<file path="src/sv/first_fit_segment_allocator_top_macros.svh">
// Assertion macros used by the allocator top level.
`ifndef FIRST_FIT_SEGMENT_ALLOCATOR_TOP_MACROS_SVH
`define FIRST_FIT_SEGMENT_ALLOCATOR_TOP_MACROS_SVH
`ifndef SYNTH
`define FFSA_ASSERT(lbl, clk, rst, prop) \
  lbl: assert property (@(posedge clk) disable iff (rst) prop) else $error("lbl failed");
`define FFSA_ASSERT_ALWAYS(lbl, clk, prop) \
  lbl: assert property (@(posedge clk) prop) else $error("lbl failed");
`else
`define FFSA_ASSERT(lbl, clk, rst, prop)
`define FFSA_ASSERT_ALWAYS(lbl, clk, prop)
`endif
`endif

</file>
<file path="src/sv/ffsa_pkg.sv">
`timescale 1ns / 1ps
package ffsa_pkg;

  localparam int unsigned ADDR_BITS = 16;
  localparam int unsigned LEN_BITS  = ADDR_BITS + 1;
  localparam int unsigned OWNER_BITS = 8;

  localparam logic [LEN_BITS-1:0] HEAP_MAX = LEN_BITS'(1) << ADDR_BITS;

  localparam logic [1:0] ST_OK   = 2'd0;
  localparam logic [1:0] ST_MISS = 2'd1;
  localparam logic [1:0] ST_FULL = 2'd2;

  localparam logic ACT_ALLOC = 1'b0;
  localparam logic ACT_FREE  = 1'b1;

  typedef struct packed {
    logic [ADDR_BITS-1:0]  base;
    logic [LEN_BITS-1:0]   length;
    logic                  free;
    logic [OWNER_BITS-1:0] owner;
  } seg_t;

  typedef enum logic [3:0] {
    S_INIT, S_IDLE, S_RD, S_CHK, S_UP_RD, S_UP_WR, S_SPLIT_LO, S_SPLIT_HI,
    S_NX_RD, S_NX_CHK, S_MERGE, S_DN_RD, S_DN_WR, S_DONE
  } state_t;

endpackage

</file>
<file path="src/sv/first_fit_segment_allocator_top.sv">
`timescale 1ns / 1ps
// Channel   Dir  Payload (lowest bit first)
// s_*       in   action[0], owner_id[8:1], amount[25:9], start_index[41:26]
// m_*       out  status[1:0], start_address[17:2]
// cfg_*     in   heap_size[16:0], written when cfg_we is high
//
// One request at a time. A request walks the segment table one entry at a
// time (address in S_RD, then registered read data in S_CHK). A split moves
// entries up one at a time; a free that merges moves entries down the same
// way. The table has one read and one write port, which sets this pace.
// After reset S_INIT writes the initial segment before the first request
// is taken. A stalled result sits in the output register while the next
// request is accepted; that request finishes only once the register drains.
`include "first_fit_segment_allocator_top_macros.svh"
module first_fit_segment_allocator_top #(
  parameter int unsigned MAX_SEGMENTS = 64
) (
  input  logic        clk,
  input  logic        rst,
  input  logic        s_tvalid,
  output logic        s_tready,
  input  logic [47:0] s_tdata,   // action, owner_id, amount, start_index, zero pad
  output logic        m_tvalid,
  input  logic        m_tready,
  output logic [23:0] m_tdata,   // status, start_address, zero pad
  input  logic        cfg_we,
  input  logic [16:0] cfg_wdata
);

  localparam int unsigned IW = $clog2(MAX_SEGMENTS);
  localparam int unsigned CW = $clog2(MAX_SEGMENTS + 1);
  localparam int unsigned AB = ffsa_pkg::ADDR_BITS;
  localparam int unsigned LB = ffsa_pkg::LEN_BITS;

  ffsa_pkg::state_t state, state_next;

  logic [LB-1:0] heap_size;
  logic [CW-1:0] count;
  logic [IW-1:0] idx;
  logic [IW-1:0] k;
  logic          dist2;

  logic          req_action;
  logic [7:0]    req_owner;
  logic [LB-1:0] req_amount;
  logic [AB-1:0] req_start;

  ffsa_pkg::seg_t cur, prev, nxt;
  logic           nxt_free;

  logic [1:0]    res_status;
  logic [AB-1:0] res_addr;
  logic [1:0]    out_status;
  logic [AB-1:0] out_addr;
  logic          out_valid;

  logic                 tbl_we;
  logic [IW-1:0]        tbl_waddr;
  ffsa_pkg::seg_t       tbl_wdata;
  logic [IW-1:0]        tbl_raddr;
  ffsa_pkg::seg_t       tbl_rdata;

  logic [LB-1:0] cfg_clamped;
  logic          chk_fit, chk_match, chk_last;
  logic          prev_free, up_more, dn_more, out_free;
  logic [CW:0]   dn_src;

  ffsa_seg_table #(.DEPTH(MAX_SEGMENTS)) u_table (
    .clk   (clk),
    .we    (tbl_we),
    .waddr (tbl_waddr),
    .wdata (tbl_wdata),
    .raddr (tbl_raddr),
    .rdata (tbl_rdata)
  );

  // clamp the heap size into 1 .. 2^ADDR_BITS
  always_comb begin
    if (cfg_wdata == '0) begin
      cfg_clamped = LB'(1);
    end else if (cfg_wdata > ffsa_pkg::HEAP_MAX) begin
      cfg_clamped = ffsa_pkg::HEAP_MAX;
    end else begin
      cfg_clamped = cfg_wdata;
    end
  end

  assign chk_fit   = tbl_rdata.free && (tbl_rdata.length >= req_amount);
  assign chk_match = !tbl_rdata.free && (tbl_rdata.owner == req_owner) &&
                     (tbl_rdata.base == req_start);
  assign chk_last  = ((CW'(idx) + CW'(1)) == count);
  assign prev_free = (idx != '0) && prev.free;
  assign up_more   = (k > idx);
  assign dn_src    = (CW + 1)'(k) + (dist2 ? (CW + 1)'(2) : (CW + 1)'(1));
  assign dn_more   = (dn_src < (CW + 1)'(count));
  assign out_free  = !out_valid || m_tready;

  assign s_tready = (state == ffsa_pkg::S_IDLE);
  assign m_tvalid = out_valid;
  assign m_tdata  = {6'd0, out_addr, out_status};

  // next state
  always_comb begin
    state_next = state;
    unique case (state)
      ffsa_pkg::S_INIT: state_next = ffsa_pkg::S_IDLE;
      ffsa_pkg::S_IDLE: begin
        if (s_tvalid) begin
          if (s_tdata[0] == ffsa_pkg::ACT_ALLOC && s_tdata[25:9] == '0) begin
            state_next = ffsa_pkg::S_DONE;
          end else begin
            state_next = ffsa_pkg::S_RD;
          end
        end
      end
      ffsa_pkg::S_RD: state_next = ffsa_pkg::S_CHK;
      ffsa_pkg::S_CHK: begin
        if (req_action == ffsa_pkg::ACT_ALLOC && chk_fit) begin
          if (tbl_rdata.length == req_amount || count == CW'(MAX_SEGMENTS)) begin
            state_next = ffsa_pkg::S_DONE;
          end else begin
            state_next = ffsa_pkg::S_UP_RD;
          end
        end else if (req_action == ffsa_pkg::ACT_FREE && chk_match) begin
          state_next = chk_last ? ffsa_pkg::S_MERGE : ffsa_pkg::S_NX_RD;
        end else begin
          state_next = chk_last ? ffsa_pkg::S_DONE : ffsa_pkg::S_RD;
        end
      end
      ffsa_pkg::S_UP_RD:    state_next = up_more ? ffsa_pkg::S_UP_WR : ffsa_pkg::S_SPLIT_LO;
      ffsa_pkg::S_UP_WR:    state_next = ffsa_pkg::S_UP_RD;
      ffsa_pkg::S_SPLIT_LO: state_next = ffsa_pkg::S_SPLIT_HI;
      ffsa_pkg::S_SPLIT_HI: state_next = ffsa_pkg::S_DONE;
      ffsa_pkg::S_NX_RD:    state_next = ffsa_pkg::S_NX_CHK;
      ffsa_pkg::S_NX_CHK:   state_next = ffsa_pkg::S_MERGE;
      ffsa_pkg::S_MERGE: begin
        state_next = (prev_free || nxt_free) ? ffsa_pkg::S_DN_RD : ffsa_pkg::S_DONE;
      end
      ffsa_pkg::S_DN_RD:    state_next = dn_more ? ffsa_pkg::S_DN_WR : ffsa_pkg::S_DONE;
      ffsa_pkg::S_DN_WR:    state_next = ffsa_pkg::S_DN_RD;
      ffsa_pkg::S_DONE:     state_next = out_free ? ffsa_pkg::S_IDLE : ffsa_pkg::S_DONE;
      default:              state_next = ffsa_pkg::S_IDLE;
    endcase
  end

  // table port control
  always_comb begin
    tbl_we    = 1'b0;
    tbl_waddr = idx;
    tbl_wdata = tbl_rdata;
    tbl_raddr = idx;
    unique case (state)
      ffsa_pkg::S_INIT: begin
        tbl_we    = 1'b1;
        tbl_waddr = '0;
        tbl_wdata = '{base: '0, length: heap_size, free: 1'b1, owner: '0};
      end
      ffsa_pkg::S_CHK: begin
        // exact fit: take the segment in place
        if (req_action == ffsa_pkg::ACT_ALLOC && chk_fit &&
            tbl_rdata.length == req_amount) begin
          tbl_we    = 1'b1;
          tbl_wdata = '{base: tbl_rdata.base, length: tbl_rdata.length,
                        free: 1'b0, owner: req_owner};
        end
      end
      ffsa_pkg::S_UP_RD: tbl_raddr = k - IW'(1);
      ffsa_pkg::S_UP_WR: begin
        tbl_we    = 1'b1;
        tbl_waddr = k;
      end
      ffsa_pkg::S_SPLIT_LO: begin
        tbl_we    = 1'b1;
        tbl_wdata = '{base: cur.base, length: req_amount, free: 1'b0, owner: req_owner};
      end
      ffsa_pkg::S_SPLIT_HI: begin
        tbl_we    = 1'b1;
        tbl_waddr = idx + IW'(1);
        tbl_wdata = '{base: cur.base + req_amount[AB-1:0],
                      length: cur.length - req_amount, free: 1'b1, owner: '0};
      end
      ffsa_pkg::S_NX_RD: tbl_raddr = idx + IW'(1);
      ffsa_pkg::S_MERGE: begin
        tbl_we = 1'b1;
        if (prev_free) begin
          tbl_waddr = idx - IW'(1);
          tbl_wdata = '{base: prev.base,
                        length: prev.length + cur.length + (nxt_free ? nxt.length : '0),
                        free: 1'b1, owner: '0};
        end else begin
          tbl_wdata = '{base: cur.base,
                        length: cur.length + (nxt_free ? nxt.length : '0),
                        free: 1'b1, owner: '0};
        end
      end
      ffsa_pkg::S_DN_RD: tbl_raddr = dn_src[IW-1:0];
      ffsa_pkg::S_DN_WR: begin
        tbl_we    = 1'b1;
        tbl_waddr = k;
      end
      default: ;
    endcase
    // a heap size write rebuilds the single free segment
    if (cfg_we) begin
      tbl_we    = 1'b1;
      tbl_waddr = '0;
      tbl_wdata = '{base: '0, length: cfg_clamped, free: 1'b1, owner: '0};
    end
  end

  // control and data registers
  always_ff @(posedge clk) begin
    if (rst) begin
      state     <= ffsa_pkg::S_INIT;
      heap_size <= ffsa_pkg::HEAP_MAX;
      count     <= CW'(1);
      out_valid <= 1'b0;
    end else begin
      state <= state_next;
      if (out_valid && m_tready) begin
        out_valid <= 1'b0;
      end
      unique case (state)
        ffsa_pkg::S_INIT: count <= CW'(1);
        ffsa_pkg::S_IDLE: begin
          if (s_tvalid) begin
            req_action <= s_tdata[0];
            req_owner  <= s_tdata[8:1];
            req_amount <= s_tdata[25:9];
            req_start  <= s_tdata[41:26];
            idx        <= '0;
            res_status <= ffsa_pkg::ST_MISS;
            res_addr   <= '0;
          end
        end
        ffsa_pkg::S_CHK: begin
          cur <= tbl_rdata;
          if (req_action == ffsa_pkg::ACT_ALLOC && chk_fit) begin
            if (tbl_rdata.length == req_amount) begin
              res_status <= ffsa_pkg::ST_OK;
              res_addr   <= tbl_rdata.base;
            end else if (count == CW'(MAX_SEGMENTS)) begin
              res_status <= ffsa_pkg::ST_FULL;
            end else begin
              k <= count[IW-1:0];
            end
          end else if (req_action == ffsa_pkg::ACT_FREE && chk_match) begin
            nxt_free <= 1'b0;
          end else begin
            prev <= tbl_rdata;
            if (!chk_last) begin
              idx <= idx + IW'(1);
            end
          end
        end
        ffsa_pkg::S_UP_WR: k <= k - IW'(1);
        ffsa_pkg::S_SPLIT_HI: begin
          count      <= count + CW'(1);
          res_status <= ffsa_pkg::ST_OK;
          res_addr   <= cur.base;
        end
        ffsa_pkg::S_NX_CHK: begin
          nxt      <= tbl_rdata;
          nxt_free <= tbl_rdata.free;
        end
        ffsa_pkg::S_MERGE: begin
          res_status <= ffsa_pkg::ST_OK;
          dist2      <= prev_free && nxt_free;
          k          <= prev_free ? idx : idx + IW'(1);
        end
        ffsa_pkg::S_DN_RD: begin
          if (!dn_more) begin
            count <= count - (dist2 ? CW'(2) : CW'(1));
          end
        end
        ffsa_pkg::S_DN_WR: k <= k + IW'(1);
        ffsa_pkg::S_DONE: begin
          if (out_free) begin
            out_valid  <= 1'b1;
            out_status <= res_status;
            out_addr   <= res_addr;
          end
        end
        default: ;
      endcase
      if (cfg_we) begin
        heap_size <= cfg_clamped;
        count     <= CW'(1);
      end
    end
  end

  `FFSA_ASSERT(a_count_range, clk, rst, (count != '0) && (count <= CW'(MAX_SEGMENTS)))
  `FFSA_ASSERT(a_cfg_one_seg, clk, rst, cfg_we |=> (count == CW'(1)))
  `FFSA_ASSERT(a_status_code, clk, rst, m_tvalid |-> (m_tdata[1:0] != 2'd3))
  `FFSA_ASSERT(a_addr_zero_on_fail, clk, rst, (m_tvalid && m_tdata[1:0] != ffsa_pkg::ST_OK) |-> (m_tdata[17:2] == '0))
  `FFSA_ASSERT_ALWAYS(a_reset_idle_out, clk, rst |=> !m_tvalid)

endmodule

</file>
<file path="src/sv/ffsa_seg_table.sv">
`timescale 1ns / 1ps
module ffsa_seg_table #(
  parameter int unsigned DEPTH = 64
) (
  input  logic                     clk,
  input  logic                     we,
  input  logic [$clog2(DEPTH)-1:0] waddr,
  input  ffsa_pkg::seg_t           wdata,
  input  logic [$clog2(DEPTH)-1:0] raddr,
  output ffsa_pkg::seg_t           rdata
);

  ffsa_pkg::seg_t mem [DEPTH];

  // one write and one registered read per cycle
  always_ff @(posedge clk) begin
    if (we) begin
      mem[waddr] <= wdata;
    end
    rdata <= mem[raddr];
  end

endmodule

</file>
<file path="config.mk">
export PLATFORM = sky130hd
export DESIGN_NAME = first_fit_segment_allocator_top
export DESIGN_NICKNAME = d
export VERILOG_FILES = /design/src/sv/ffsa_pkg.sv /design/src/sv/first_fit_segment_allocator_top.sv /design/src/sv/ffsa_seg_table.sv
export VERILOG_INCLUDE_DIRS = /design/src /design/src/sv
export SDC_FILE = /design/constraint.sdc
export NUM_CORES = 2
export LEC_CHECK = 0
export ABC_AREA = 1
export BUFFER_PORTS_ARGS = -buffer_cell sky130_fd_sc_hd__clkbuf_2
export CAP_MARGIN = 20
export CELL_PAD_IN_SITES_DETAIL_PLACEMENT = 1
export CELL_PAD_IN_SITES_GLOBAL_PLACEMENT = 1
export CORE_AREA = 2 2 613 493
export DETAILED_ROUTE_END_ITERATION = 8
export DIE_AREA = 0 0 615 495
export PLACE_DENSITY_LB_ADDON = 0.25
export SLEW_MARGIN = 40
export SYNTH_ARGS = -nofsm -noshare
export SYNTH_HDL_FRONTEND = slang
export SYNTH_SLANG_ARGS = --single-unit
</file>
<file path="constraint.sdc">
create_clock -name clk -period 8.89 [get_ports clk]
set_clock_uncertainty 0.1 [all_clocks]
set_input_delay 0 -clock clk [delete_from_list [all_inputs] [get_ports clk]]
set_output_delay 0 -clock clk [all_outputs]
set_load 0.01 [all_outputs]
</file>
==> flow_metrics.tcl <==
set metrics [dict create \
    cp-endpoint "u_table.mem[53][22]" \
    synth.ff_latch_count 2935 \
    critical_path.startpoint_type "register" \
    static-leakage-power_nw 58.9 \
    layout-drive-gt1-share 0.0754 \
    timing.rr.start "req_amount[1]" \
    place_ws_ns 3.16 \
    syn-instance-count 12328 \
    fp-row-count 180 \
    core_area_um2 299000 \
    final_min_period_over_clock_period 0.647 \
    clock_insertion_delay_at_the_later_pin_of_the_skew_report_ns 0.90 \
    numPortBuffers 83 \
    finalInstanceArea_um2 151000 \
    number_of_vias_in_the_routed_layout 96684 \
    cts_post_setup_buffers_inserted 0 \
    fin_crit_ns 5.75 \
    synth_area_per_cell_um2 10.9 \
    synth_top_cells_by_area "sky130_fd_sc_hd__edfxtp_1 (64%), sky130_fd_sc_hd__nand3_1 (11%), sky130_fd_sc_hd__nand3b_1 (5.7%), sky130_fd_sc_hd__nand2_1 (5.5%), sky130_fd_sc_hd__inv_1 (4.9%)" \
    post_synth_num_cell_types 56 \
    global_route_wire_length_before_repair_mm 653 \
    worstHoldStart "s_tvalid" \
    synth_edf_count 2864 \
    finalHoldViolations 0 \
    dieWidth_um 615 \
    root_buf_cell "sky130_fd_sc_hd__clkbuf_16" \
    first_global_vias 100998 \
    maximum_achievable_frequency_mhz 174 \
    timing.setup.tns_ns 0 \
    dp_hpwl_mm 249 \
    detail_routed_via_count_per_cell 5.82 \
    worstPathArrival_ns 6.15 \
    cts_tree "yes" \
    groute.usage.overall 0.285 \
    cts_buffers 308 \
    count_of_nets_after_finishing 12572 \
    worst_setup_path_end_kind "register" \
    postSynth.topFlopCell "sky130_fd_sc_hd__edfxtp_1" \
    clock_sinks 2935 \
    maximum_number_of_pins_on_one_net_before_global_route_repair 162 \
    setup.reg_to_reg.worst_slack_ns 3.14 \
    top_level_ports 96 \
    timing.critical_path.slowest_stage_cell "sky130_fd_sc_hd__nor2_4" \
    detail_route.iter0.violations 10504 \
    cts_max_level 5 \
    ys_seq_area_frac 0.653 \
    regToRegEndpoint "u_table.mem[53][22]" \
    crit_start "req_amount[1]" \
    final_max_slew_viol_count 0 \
    die_area_um2 304000 \
    fin_ws_ns 3.14 \
    area_growth_pct 12.7 \
    mappedNetlistArea_um2 134000 \
    filler_cell_count 31612 \
    timing.critical_path.required_ns 9.29 \
    dominant_cell_type_by_area_after_synthesis "sky130_fd_sc_hd__edfxtp_1" \
    yosysWarnings 0 \
    antenna_found_initial 2 \
    totalWireLength_mm 443 \
    timing.max_slew.rel_slack 0.386 \
    power.density_nw_per_um2 208 \
    grt-ovfl-total 0 \
    status "completed" \
    slowest_delay_ns 0.88 \
    synth_top_area_frac 0.642 \
    avgRoutedWirePerCell_um 26.7 \
    post_cts_hold_buffer_count 145 \
    gp_routability_congestion 0.879 \
    antenna_left 0 \
    worst-slew-pin-transition_ns 0.918 \
    crit_fanout 27 \
    clkSlewWorstSetupHoldPaths_ns 0.06 \
    worst_case_reg_to_reg_path_depth 15 \
    hp-class "in2reg" \
    count_of_maximum_capacitance_violations 0 \
    detail_route.first_pass.iterations 6 \
    timing.critical_path.cells "inv_1, ha_1, nand4_1, or2_2, nor4_1, buf_4, nand3_1, inv_1, nand2_1, nand4_1, nand2_1, inv_1, nand2_1, nor2_4, buf_4" \
    max-clock-path-buffers 4 \
    finalSetupViolations 0 \
    path_class "reg2reg" \
    die_height_um 495 \
    async_reset_ff_frac 0 \
    worst_ir_drop_vdd_v 0.000202 \
    postPlaceCellArea_um2 139000 \
    unrepaired_setup_endpoints_after_global_routing "false" \
    cts-resized-gates 0 \
    remaining_drc_errors 0 \
    initial_core_util 0.448 \
]
==> power breakdown <==
| part | switching (mW) | internal [mW] | total, mW |
|---|---|---|---|
| clock | 5.52 | 7.33 | 12.9 |
| combinational | 2.08 | 0.652 | 2.73 |
| sequential | 0.143 | 15.7 | 15.9 |
| total | 7.74 | 23.7 | 31.4 |
==> layout by cell type, fill, tap and decap left out, drive strengths merged, types with 58 or more instances in the layout <==
| master | Yosys | routed |
|---|---|---|
| dlygate4sd3 | 0 | 145 |
| edfxtp | 2864 | 2864 |
| o22ai | 58 | 58 |
| ha | 106 | 106 |
| nand3b | 1009 | 1009 |
| o21ai | 125 | 125 |
| dfxtp | 71 | 71 |
| clkinv | 7 | 101 |
| a21oi | 134 | 134 |
| clkbuf | 153 | 489 |
| nand3 | 2966 | 2966 |
| nor2 | 226 | 226 |
| nand2 | 1965 | 1965 |
| inv | 1761 | 1769 |
| buf | 637 | 294 |
==> area by class of cell <==
class / instances / area, um2 / area share
Sequential cell: 2935 / 87400 / 0.579
Multi-Input combinational cell: 6840 / 36800 / 0.244
Clock buffer: 407 / 8490 / 0.0562
Inverter: 1768 / 6660 / 0.0441
Timing Repair Buffer: 521 / 5290 / 0.0351
Tap cell: 4004 / 5010 / 0.0332
Clock inverter: 136 / 1270 / 0.00845
Antenna cell: 3 / 7.51 / 0.0000497
==> cells by family (layout without fill, tap and decap cells) <==
logic type / after synthesis / after routing / synth area share
xor+xnor: 47 / 47 / 0.00307
simple gates: 6241 / 6241 / 0.233
other cells: 1 / 9 / 0.0000280
buf+inv: 2558 / 2832 / 0.0801
compound gates: 418 / 418 / 0.0182
flops: 2935 / 2935 / 0.653
fa+ha+maj: 128 / 128 / 0.0132
==> Yosys cell counts (7+ instances only) <==
cell,n
sky130_fd_sc_hd__a211oi_1,16
sky130_fd_sc_hd__a21o_1,9
sky130_fd_sc_hd__a21oi_1,134
sky130_fd_sc_hd__a31oi_1,17
sky130_fd_sc_hd__buf_1,61
sky130_fd_sc_hd__buf_2,458
sky130_fd_sc_hd__buf_4,91
sky130_fd_sc_hd__buf_6,27
sky130_fd_sc_hd__clkbuf_1,151
sky130_fd_sc_hd__clkinv_1,7
sky130_fd_sc_hd__dfxtp_1,71
sky130_fd_sc_hd__edfxtp_1,2864
sky130_fd_sc_hd__fa_1,22
sky130_fd_sc_hd__ha_1,106
sky130_fd_sc_hd__inv_1,1752
sky130_fd_sc_hd__inv_2,9
sky130_fd_sc_hd__nand2_1,1958
sky130_fd_sc_hd__nand3_1,2964
sky130_fd_sc_hd__nand3b_1,1009
sky130_fd_sc_hd__nand4_1,24
sky130_fd_sc_hd__nor2_1,220
sky130_fd_sc_hd__nor3_1,26
sky130_fd_sc_hd__nor4_1,14
sky130_fd_sc_hd__o211ai_1,16
sky130_fd_sc_hd__o21ai_0,123
sky130_fd_sc_hd__o21bai_1,10
sky130_fd_sc_hd__o22ai_1,58
sky130_fd_sc_hd__or2_2,7
sky130_fd_sc_hd__xnor2_1,13
sky130_fd_sc_hd__xor2_1,34
==> critical path, delay by kind of cell, from the launching register on <==
family	cells	cell delay (ns)
adders and majority gates	1	0.36
and+or+nand+nor	9	2.92
DFF	1	0.42
buffers and inverters	5	1.50
==> per-stage QoR <==
step	hold WS (ns)	instances	util	power [mW]
detailed placement	0.0796	15904	0.466	18.8
finish	0.114	16614	0.505	31.4
floorplan	-0.00113	12333	-	17.6
CTS	0.0593	16592	0.504	31.5
global route	0.164	16613	0.505	32.3
global placement	0.0803	15869	0.463	18.6
==> routing by layer <==
metal  GRT usage  up-vias  wire, um
met5           0        -        20
met4       0.118        2     19000
met3      0.0359      797     31100
met2       0.463     3677    206000
met1       0.389    49617    187000
li1            -    42591         -
==> registers in the layout, indices dropped and copies added, names as in the netlist <==
signal	count
req_start	16
prev	34
out_status	2
dist2	1
state	4
nxt_free	1
heap_size	17
idx	6
u_table.mem	2688
out_addr	16
res_addr	16
u_table.rdata	42
nxt	17
count	7
res_status	2
cur	33
m_tvalid	1
req_owner	8
k	6
req_action	1
req_amount	17
==> worst min path at each step <==
stage / end / slack [ns] / depth (start not counted)
after floorplan: req_action / -0.001 / 0
after global placement: req_start[10] / 0.08 / 1
after detailed placement: req_owner[3] / 0.08 / 1
after CTS: state[2] / 0.06 / 6
after global routing: state[2] / 0.16 / 6
final: state[2] / 0.11 / 6
Note: power is estimated with default switching activity, not from simulation.
